[src/rtl/core/prs_pkg.sv]
// Shared types and constants for the priority ready and sleep scheduler.
`timescale 1ns / 1ps
`default_nettype none
package prs_pkg;
	localparam int QueueDepth  = 16;
	localparam int IdBits      = 8;
	localparam int PrioBits    = 6;
	localparam int TickBits    = 32;
	localparam logic [PrioBits-1:0] MaxPriority = 6'd63;
	localparam logic [7:0] SliceAtReset = 8'd4;

	localparam logic [2:0] FUNC_MAKE_READY = 3'd0;
	localparam logic [2:0] FUNC_SLEEP      = 3'd1;
	localparam logic [2:0] FUNC_YIELD      = 3'd2;
	localparam logic [2:0] FUNC_BLOCK      = 3'd3;
	localparam logic [2:0] FUNC_TICK       = 3'd4;
	localparam logic [2:0] FUNC_SET_PRIO   = 3'd5;

	localparam logic [1:0] STATUS_OK          = 2'd0;
	localparam logic [1:0] STATUS_READY_FULL  = 2'd1;
	localparam logic [1:0] STATUS_SLEEP_FULL  = 2'd2;

	typedef struct packed {
		logic [IdBits-1:0]   id;
		logic [PrioBits-1:0] prio;
	} rdy_entry_t;

	typedef struct packed {
		logic [TickBits-1:0] wake;
		logic [IdBits-1:0]   id;
		logic [PrioBits-1:0] prio;
	} slp_entry_t;

	// Command broadcast to a queue's row of cells.
	typedef struct packed {
		logic       insert;
		logic       pop;
	} q_cmd_t;
endpackage
`default_nettype wire

[src/rtl/core/prs_ready_cell.sv]
// One slot of the priority-sorted ready queue.
`timescale 1ns / 1ps
`default_nettype none
module prs_ready_cell (
	input  wire                  clk,
	input  wire                  arst_n,
	input  prs_pkg::q_cmd_t      cmd,
	input  prs_pkg::rdy_entry_t  new_entry,
	input  wire                  prev_valid,
	input  prs_pkg::rdy_entry_t  prev_entry,
	input  wire                  prev_goes_after,
	input  wire                  next_valid,
	input  prs_pkg::rdy_entry_t  next_entry,
	output logic                 valid,
	output prs_pkg::rdy_entry_t  entry,
	output logic                 goes_after
);
	import prs_pkg::*;
	logic        valid_q;
	rdy_entry_t  entry_q;
	logic        here_after;

	// New entry lands behind every entry of equal or higher priority.
	assign here_after = valid_q && (entry_q.prio >= new_entry.prio);
	assign goes_after = here_after;
	assign valid = valid_q;
	assign entry = entry_q;

	always_ff @(posedge clk or negedge arst_n) begin
		if (!arst_n) begin
			valid_q <= 1'b0;
		end else if (cmd.pop) begin
			valid_q <= next_valid;
		end else if (cmd.insert) begin
			valid_q <= valid_q || prev_valid;
		end
	end

	always_ff @(posedge clk) begin
		if (cmd.pop) begin
			entry_q <= next_entry;
		end else if (cmd.insert && !here_after) begin
			if (prev_goes_after) begin
				entry_q <= new_entry;
			end else if (prev_valid) begin
				entry_q <= prev_entry;
			end
		end
	end
endmodule
`default_nettype wire

[src/rtl/core/prs_sleep_cell.sv]
// One slot of the wake-ordered sleep queue.
`timescale 1ns / 1ps
`default_nettype none
module prs_sleep_cell (
	input  wire                  clk,
	input  wire                  arst_n,
	input  prs_pkg::q_cmd_t      cmd,
	input  prs_pkg::slp_entry_t  new_entry,
	input  wire                  prev_valid,
	input  prs_pkg::slp_entry_t  prev_entry,
	input  wire                  prev_goes_after,
	input  wire                  next_valid,
	input  prs_pkg::slp_entry_t  next_entry,
	output logic                 valid,
	output prs_pkg::slp_entry_t  entry,
	output logic                 goes_after
);
	import prs_pkg::*;
	logic        valid_q;
	slp_entry_t  entry_q;
	logic        here_after;

	assign here_after = valid_q && (entry_q.wake <= new_entry.wake);
	assign goes_after = here_after;
	assign valid = valid_q;
	assign entry = entry_q;

	always_ff @(posedge clk or negedge arst_n) begin
		if (!arst_n) begin
			valid_q <= 1'b0;
		end else if (cmd.pop) begin
			valid_q <= next_valid;
		end else if (cmd.insert) begin
			valid_q <= valid_q || prev_valid;
		end
	end

	always_ff @(posedge clk) begin
		if (cmd.pop) begin
			entry_q <= next_entry;
		end else if (cmd.insert && !here_after) begin
			if (prev_goes_after) begin
				entry_q <= new_entry;
			end else if (prev_valid) begin
				entry_q <= prev_entry;
			end
		end
	end
endmodule
`default_nettype wire

[src/rtl/core/priority_ready_and_sleep_scheduler_top.sv]
// Top level of the priority ready and sleep scheduler.
// make_ready, sleep_until and block go from decode to the result register; yield and
// set_priority first put the old runner back in the queue when it gives up the processor;
// tick moves due sleepers to the ready queue, then updates slice count and preempt request.
// One transaction at a time: the next request is accepted in the cycle after the result
// register loads.
// Reset: both queues empty, idle runs, slice count 0, time slice 4, no result pending.
`timescale 1ns / 1ps
`default_nettype none
module priority_ready_and_sleep_scheduler_top (
	input  wire         clk,
	input  wire         arst_n,
	input  wire         time_slice_we,
	input  wire  [7:0]  time_slice_wdata,
	input  wire         s_tvalid,
	output logic        s_tready,
	// tdata: func[2:0], task_id[10:3], task_priority[16:11], tick_value[48:17], zero pad
	input  wire  [55:0] s_tdata,
	output logic        m_tvalid,
	input  wire         m_tready,
	// tdata: running_id[7:0], running_priority[13:8], running_idle[14], switched[15],
	// preempt_request[16], woke_count[21:17], status[23:22]
	output logic [23:0] m_tdata
);
	import prs_pkg::*;

	typedef enum logic [2:0] {
		ST_IDLE, ST_DECODE, ST_READY_INS, ST_WAKE, ST_TICK_END, ST_DONE
	} state_t;

	state_t state_q;
	logic [2:0]           func_q;
	logic [IdBits-1:0]    tid_q;
	logic [PrioBits-1:0]  tprio_q;
	logic [TickBits-1:0]  tick_q;
	logic [7:0]           time_slice_q;
	logic [IdBits-1:0]    cur_id_q;
	logic [PrioBits-1:0]  cur_prio_q;
	logic                 cur_idle_q;
	logic [7:0]           slice_q;
	logic                 switched_q;
	logic                 preempt_q;
	logic [4:0]           woke_q;
	logic [1:0]           status_q;
	logic                 out_valid_q;
	logic [23:0]          out_data_q;

	// Cell rows. Index 0 is the queue front.
	q_cmd_t      r_cmd, s_cmd;
	rdy_entry_t  r_new;
	slp_entry_t  s_new;
	logic        r_valid [QueueDepth];
	rdy_entry_t  r_entry [QueueDepth];
	logic        r_after [QueueDepth];
	logic        s_valid [QueueDepth];
	slp_entry_t  s_entry [QueueDepth];
	logic        s_after [QueueDepth];

	genvar g;
	generate
		for (g = 0; g < QueueDepth; g++) begin : g_cells
			logic        rpv, rpa, rnv, spv, spa, snv;
			rdy_entry_t  rpe, rne;
			slp_entry_t  spe, sne;
			if (g == 0) begin : g_first
				assign rpv = 1'b1;
				assign rpa = 1'b1;
				assign rpe = r_new;
				assign spv = 1'b1;
				assign spa = 1'b1;
				assign spe = s_new;
			end else begin : g_mid
				assign rpv = r_valid[g-1];
				assign rpa = r_after[g-1];
				assign rpe = r_entry[g-1];
				assign spv = s_valid[g-1];
				assign spa = s_after[g-1];
				assign spe = s_entry[g-1];
			end
			if (g == QueueDepth - 1) begin : g_last
				assign rnv = 1'b0;
				assign rne = r_new;
				assign snv = 1'b0;
				assign sne = s_new;
			end else begin : g_inner
				assign rnv = r_valid[g+1];
				assign rne = r_entry[g+1];
				assign snv = s_valid[g+1];
				assign sne = s_entry[g+1];
			end
			prs_ready_cell u_rcell (
				.clk(clk), .arst_n(arst_n), .cmd(r_cmd), .new_entry(r_new),
				.prev_valid(rpv), .prev_entry(rpe), .prev_goes_after(rpa),
				.next_valid(rnv), .next_entry(rne),
				.valid(r_valid[g]), .entry(r_entry[g]), .goes_after(r_after[g])
			);
			prs_sleep_cell u_scell (
				.clk(clk), .arst_n(arst_n), .cmd(s_cmd), .new_entry(s_new),
				.prev_valid(spv), .prev_entry(spe), .prev_goes_after(spa),
				.next_valid(snv), .next_entry(sne),
				.valid(s_valid[g]), .entry(s_entry[g]), .goes_after(s_after[g])
			);
		end
	endgenerate

	// A queue is full when its last cell holds an entry; empty when its front is free.
	logic r_full, r_empty, s_full, s_empty;
	assign r_full  = r_valid[QueueDepth-1];
	assign r_empty = !r_valid[0];
	assign s_full  = s_valid[QueueDepth-1];
	assign s_empty = !s_valid[0];

	// Decide this cycle's queue commands and the entry offered to each row.
	logic front_wins, do_switch_pop, wake_due;
	assign front_wins = !r_empty && (r_entry[0].prio >= cur_prio_q);
	assign wake_due   = !s_empty && (s_entry[0].wake <= tick_q);

	// Yield or priority drop that pops the front must put the old runner back.
	logic needs_reinsert;
	assign needs_reinsert = do_switch_pop && !cur_idle_q &&
		(func_q == FUNC_YIELD || func_q == FUNC_SET_PRIO);

	// Load the result register once the previous result has been taken.
	logic out_load;
	assign out_load = (state_q == ST_DONE) && (!out_valid_q || m_tready);

	always_comb begin
		r_cmd = '0;
		s_cmd = '0;
		r_new.id   = tid_q;
		r_new.prio = tprio_q;
		s_new.wake = tick_q;
		s_new.id   = cur_id_q;
		s_new.prio = cur_prio_q;
		do_switch_pop = 1'b0;
		unique case (state_q)
			ST_DECODE: begin
				unique case (func_q)
					FUNC_MAKE_READY: r_cmd.insert = !r_full;
					FUNC_SLEEP: begin
						// Queue the runner and pop the front in the same cycle.
						s_cmd.insert = !cur_idle_q && !s_full;
						do_switch_pop = (cur_idle_q || !s_full) && !r_empty;
					end
					FUNC_BLOCK: do_switch_pop = !r_empty;
					FUNC_YIELD: do_switch_pop = !r_empty && (cur_idle_q || front_wins);
					FUNC_SET_PRIO:
						do_switch_pop = !cur_idle_q && !r_empty && (r_entry[0].prio > tprio_q);
					default: ;
				endcase
				r_cmd.pop = do_switch_pop;
			end
			ST_READY_INS: begin
				// Reinsert the task that gave up the processor.
				r_new.id   = tid_q;
				r_new.prio = tprio_q;
				r_cmd.insert = 1'b1;
			end
			ST_WAKE: begin
				r_new.id   = s_entry[0].id;
				r_new.prio = s_entry[0].prio;
				r_cmd.insert = wake_due && !r_full;
				s_cmd.pop    = wake_due && !r_full;
			end
			default: ;
		endcase
	end

	logic [7:0] slice_next;
	assign slice_next = (slice_q == 8'hFF) ? slice_q : slice_q + 8'd1;

	always_ff @(posedge clk or negedge arst_n) begin
		if (!arst_n) begin
			state_q      <= ST_IDLE;
			time_slice_q <= SliceAtReset;
			cur_id_q     <= '0;
			cur_prio_q   <= '0;
			cur_idle_q   <= 1'b1;
			slice_q      <= '0;
			switched_q   <= 1'b0;
			preempt_q    <= 1'b0;
			woke_q       <= '0;
			status_q     <= STATUS_OK;
			out_valid_q  <= 1'b0;
		end else begin
			if (time_slice_we) begin
				time_slice_q <= time_slice_wdata;
			end
			if (out_load) begin
				out_valid_q <= 1'b1;
			end else if (out_valid_q && m_tready) begin
				out_valid_q <= 1'b0;
			end
			unique case (state_q)
				ST_IDLE: begin
					if (s_tvalid && s_tready) begin
						state_q    <= ST_DECODE;
						switched_q <= 1'b0;
						preempt_q  <= 1'b0;
						woke_q     <= '0;
						status_q   <= STATUS_OK;
					end
				end
				ST_DECODE: begin
					if (func_q == FUNC_TICK) begin
						state_q <= ST_WAKE;
					end else if (needs_reinsert) begin
						state_q <= ST_READY_INS;
					end else begin
						state_q <= ST_DONE;
					end
					unique case (func_q)
						FUNC_MAKE_READY: if (r_full) status_q <= STATUS_READY_FULL;
						FUNC_SLEEP, FUNC_BLOCK: begin
							if (func_q == FUNC_SLEEP && !cur_idle_q && s_full) begin
								status_q <= STATUS_SLEEP_FULL;
							end else begin
								slice_q <= '0;
								if (!r_empty) begin
									cur_id_q   <= r_entry[0].id;
									cur_prio_q <= r_entry[0].prio;
									cur_idle_q <= 1'b0;
									switched_q <= 1'b1;
								end else begin
									switched_q <= !cur_idle_q;
									cur_idle_q <= 1'b1;
									cur_id_q   <= '0;
									cur_prio_q <= '0;
								end
							end
						end
						FUNC_YIELD, FUNC_SET_PRIO: begin
							if (do_switch_pop) begin
								slice_q    <= '0;
								cur_id_q   <= r_entry[0].id;
								cur_prio_q <= r_entry[0].prio;
								cur_idle_q <= 1'b0;
								switched_q <= 1'b1;
							end else begin
								if (func_q == FUNC_SET_PRIO && !cur_idle_q) begin
									cur_prio_q <= tprio_q;
								end
								if (func_q == FUNC_YIELD) begin
									slice_q <= '0;
								end
							end
						end
						default: ;
					endcase
				end
				ST_READY_INS: state_q <= ST_DONE;
				ST_WAKE: begin
					if (wake_due && !r_full) begin
						if (woke_q != 5'd31) woke_q <= woke_q + 5'd1;
					end else begin
						if (wake_due) status_q <= STATUS_READY_FULL;
						state_q <= ST_TICK_END;
						slice_q <= slice_next;
					end
				end
				ST_TICK_END: begin
					state_q <= ST_DONE;
					if (cur_idle_q) begin
						preempt_q <= !r_empty;
					end else begin
						preempt_q <= (slice_q >= time_slice_q) ||
							(!r_empty && r_entry[0].prio > cur_prio_q);
					end
				end
				ST_DONE: begin
					if (out_load) begin
						state_q <= ST_IDLE;
					end
				end
				default: state_q <= ST_IDLE;
			endcase
		end
	end

	// Capture the request; saturate priority and mask the id.
	always_ff @(posedge clk) begin
		if (state_q == ST_IDLE && s_tvalid && s_tready) begin
			func_q  <= s_tdata[2:0];
			tid_q   <= s_tdata[10:3];
			tprio_q <= (s_tdata[16:11] > MaxPriority) ? MaxPriority : s_tdata[16:11];
			tick_q  <= s_tdata[48:17];
		end else if (state_q == ST_DECODE && do_switch_pop) begin
			// Hold the old runner for reinsertion.
			tid_q   <= cur_id_q;
			tprio_q <= (func_q == FUNC_SET_PRIO) ? tprio_q : cur_prio_q;
		end
		if (out_load) begin
			out_data_q <= {status_q, woke_q, preempt_q, switched_q, cur_idle_q,
				cur_prio_q, cur_id_q};
		end
	end

	assign s_tready = (state_q == ST_IDLE);
	assign m_tvalid = out_valid_q;
	assign m_tdata  = out_data_q;
endmodule
`default_nettype wire

[config.mk]
export PLATFORM = sky130hd
export DESIGN_NAME = priority_ready_and_sleep_scheduler_top
export DESIGN_NICKNAME = d
export VERILOG_FILES = /design/src/rtl/core/prs_pkg.sv /design/src/rtl/core/prs_ready_cell.sv /design/src/rtl/core/prs_sleep_cell.sv /design/src/rtl/core/priority_ready_and_sleep_scheduler_top.sv
export SDC_FILE = /design/constraint.sdc
export NUM_CORES = 2
export LEC_CHECK = 0
export BUFFER_PORTS_ARGS = -buffer_cell sky130_fd_sc_hd__buf_4
export CAP_MARGIN = 20
export CORE_ASPECT_RATIO = 0.8
export CORE_MARGIN = 10
export CORE_UTILIZATION = 40
export CTS_BUF_LIST = sky130_fd_sc_hd__clkbuf_8
export DETAILED_ROUTE_END_ITERATION = 10
export PLACE_DENSITY = 0.62
export SETUP_SLACK_MARGIN = 0.15
export SYNTH_ARGS = -nofsm -noshare
export SYNTH_HDL_FRONTEND = slang
export SYNTH_SLANG_ARGS = --single-unit
[constraint.sdc]
create_clock -name clk -period 6.19 [get_ports clk]
set_input_delay 0.3095 -clock clk [delete_from_list [all_inputs] [get_ports clk]]
set_output_delay 0.3095 -clock clk [all_outputs]
set_load 0.005 [all_outputs]
==> results.sh <==
export IMPL_num_vias=53900
export IMPL_antenna_found_initial=8
export IMPL_synth_top_area_share_pct=46.2
export IMPL_cts_resized=0
export IMPL_min_from="s_tdata[28]"
export IMPL_p_clk_share_pct=29.4
export IMPL_coreArea_mm2=0.167
export IMPL_setup_ws_ns=0.791
export IMPL_max_slew_margin_rel_pct=16.3
export IMPL_swShare_pct=35.4
export IMPL_route_antenna_remaining_nets=0
export IMPL_start_util_pct=40.2
export IMPL_worst_path_max_delay_cell="edfxtp_1"
export IMPL_min_period_ns=5.40
export IMPL_r2r_start="tick_q[30]$_DFFE_PP_"
export IMPL_layout_nets=7359
export IMPL_rsz0062_at_grt="no"
export IMPL_end_kind="register"
export IMPL_min_path_type="in -> reg"
export IMPL_slew_viol_final=0
export IMPL_internal_power_w=0.0151
export IMPL_die_h_um=386
export IMPL_synth_area_mm2=0.0671
export IMPL_finalNonFillerCells=9099
export IMPL_layout_commonest_cell="nand2_1"
export IMPL_synth_edf_count=1033
export IMPL_syn_instance_count=6614
export IMPL_yosys_most_used_dff="edfxtp_1"
export IMPL_synth_area_top_cells="edfxtp_1 (46%), ha_1 (11%), mux2i_1 (7.9%)"
export IMPL_num_rows=134
export IMPL_finalWirelength_um=218000
export IMPL_drive_gt1_share_pct=9.08
export IMPL_yosysTopAreaCell="edfxtp_1"
export IMPL_power_frac_comb_pct=27.1
export IMPL_post_drt_wl_per_cell_um=24.0
export IMPL_grt_pass1_wl_um=329000
export IMPL_seqPwrFrac_pct=43.6
export IMPL_seq_area_frac_synth_pct=49.1
export IMPL_place_inst=8649
export IMPL_place_congestion=0.910
export IMPL_ys_seq_elements=1109
export IMPL_syn_avg_cell_area_um2=10.1
export IMPL_critical_path_cell_chain="inv_1, ha_1, nand4_1, nor4_2, nand2_1, a41oi_2, o31a_2, buf_4, nand2_4, buf_4"
export IMPL_dp_hpwl_um=146000
export IMPL_power_w=0.0234
export IMPL_hold_violations=0
export IMPL_grt_usage_pct=22.9
export IMPL_synth_nets=7282
export IMPL_clock_skew_ns=0.0835
export IMPL_synth_warnings=0
export IMPL_critPathMaxStageDelay_ns=0.81
export IMPL_clock_sinks=1109
export IMPL_dieArea_mm2=0.185
export IMPL_worstPathArrival_ns=6.04
export IMPL_worst_pin_slew_ns=1.25
export IMPL_synth_cell_type_count=77
export IMPL_cts_max_path_buffers=3
export IMPL_required_ns=6.83
export IMPL_startpoint="tick_q[30]$_DFFE_PP_"
export IMPL_pin_count=95
export IMPL_power_density_mw_per_mm2=311
export IMPL_gr_total_overflow=0
export IMPL_cp_max_fo=36
export IMPL_ir_worst_vdd_mv=0.253
export IMPL_status="complete, no violations"
export IMPL_max_freq_mhz=185
export IMPL_cts_tree="done"
export IMPL_post_cts_buffers=0
export IMPL_vias_per_cell=5.92
export IMPL_die_w_um=478
export IMPL_clock_latency_ns=0.99
export IMPL_area_growth_syn_to_layout_pct=12.0
export IMPL_cap_violations=0
export IMPL_grt_max_degree=279
export IMPL_leakage_nw=27.9
export IMPL_final_setup_tns_ns=0
export IMPL_drtPass1Iterations=6
export IMPL_drc=0
export IMPL_cts_max_level=4
export IMPL_final_setup_viol_count=0
export IMPL_async_flop_share_pct=6.85
export IMPL_root_buffer="clkbuf_8"
export IMPL_first_iter_violations=6770
export IMPL_first_global_vias=52100
export IMPL_min_period_over_period_pct=87.2
export IMPL_critical_path_class="reg -> reg"
export IMPL_start_kind="register"
export IMPL_port_buffers=87
export IMPL_layout_common_cells="nand2_1 (1149), edfxtp_1 (1033), o21ai_0 (867)"
export IMPL_dpl_worst_slack_ns=0.964
export IMPL_cp_common_cell="buf_4"
export IMPL_path_clk_slew_ns=0.06
export IMPL_switchingPower_w=0.00829
export IMPL_cts_buffers=191
[worst max-delay path: cells and delay by family (launching register included)]
family	cells	cell delay, ns
fa+ha+maj	1	0.50
compound gates	2	0.78
flops	1	0.81
buf+inv	3	1.62
simple gates	4	1.30
[routing by layer]
layer / track usage, % / vias to the layer above / part of all wire [%]
met3: 4.72 / 415 / 10
li1: - / 24700 / -
met2: 33.5 / 2524 / 42
met1: 33.2 / 26200 / 45
met5: 0 / - / 0.023
met4: 8.29 / 8 / 3.3
[logic make-up after synthesis]
group,Yosys count,share of synthesized area (%)
multiplexers,577,8.70
XOR/XNOR,3,0.0392
flip-flops,1109,49.1
AND/OR/NAND/NOR,1885,12.0
buffers and inverters,584,3.65
adder cells (fa/ha/maj),599,11.2
AO/OA/AOI/OAI,1857,15.3
[path summary, 6_finish.rpt]
path	slack [ns]	cells past startpoint	to
setup / recovery	0.79	10	g_cells[6].u_scell.entry[14]$_DFFE_PP_
hold / removal	0.06	2	tick_q[11]$_DFFE_PP_
setup reg to reg	0.79	10	g_cells[6].u_scell.entry[14]$_DFFE_PP_
hold reg to reg	0.47	1	cur_id_q[7]$_DFFE_PN0P_
max in group asynchronous	5.09	4	cur_id_q[1]$_DFFE_PN0P_
min in group asynchronous	0.44	3	time_slice_q[2]$_DFFE_PN1P_
[cell usage after synthesis, types with 53 or more instances]
library cell and count:
a31oi_1 149, mux2i_1 529, dfrtp_1 74, inv_1 116, nand3_1 229, ha_1 599, o21ai_1 165, nand2_1 1158
o21ai_0 906, a21o_1 66, o211ai_1 53, buf_2 117, nand4_1 90, nor2_1 242, a21oi_1 369, edfxtp_1 1033
clkbuf_1 297
[through the flow]
| step | hold WS, ns | area, um2 | utilization (%) |
|---|---|---|---|
| global route | 0.0265 | 75200 | 45.1 |
| global placement | 0.369 | 70400 | 42.2 |
| CTS | 0.000899 | 75100 | 45.0 |
| detailed placement | 0.370 | 70400 | 42.2 |
| finish | 0.0617 | 75200 | 45.1 |
| floorplan | 0.0139 | 67100 | - |
[final cells by class]
class	instances	area [um2]
diodes	8	20.0
clock buffers	200	2750
clock inverters	149	1010
fillers	15600	91700
inverters	116	437
multi-input cells	4921	32100
flip-flops and latches	1109	32900
well taps	2244	2810
repair buffers	352	3110
[state kept, by name, summed over array words and instances (netlist names), 6 cells and up]
register	flops
g_cells.u_rcell.valid	16
cur_prio_q	6
tid_q	8
m_tdata	24
time_slice_q	8
g_cells.u_scell.valid	16
g_cells.u_rcell.entry	224
g_cells.u_scell.entry	736
slice_q	8
cur_id_q	8
tprio_q	6
tick_q	32
[power groups by stage]
| stage | logic (W) | registers, W | clock network [W] |
|---|---|---|---|
| floorplan | 0.00425 | 0.00981 | 0 |
| global placement | 0.00592 | 0.0103 | 0 |
| detailed placement | 0.00613 | 0.0103 | 0 |
| CTS | 0.00623 | 0.0102 | 0.00697 |
| global route | 0.00697 | 0.0103 | 0.00732 |
| finish | 0.00634 | 0.0102 | 0.00687 |
[repair_timing]
item / CTS / global route
endpoints found under the setup margin: 0 / 0
endpoints found under the hold margin: 136 / 0
hold buffers: 91 / 0
No activity file was read; power rests on OpenSTA's default activity.
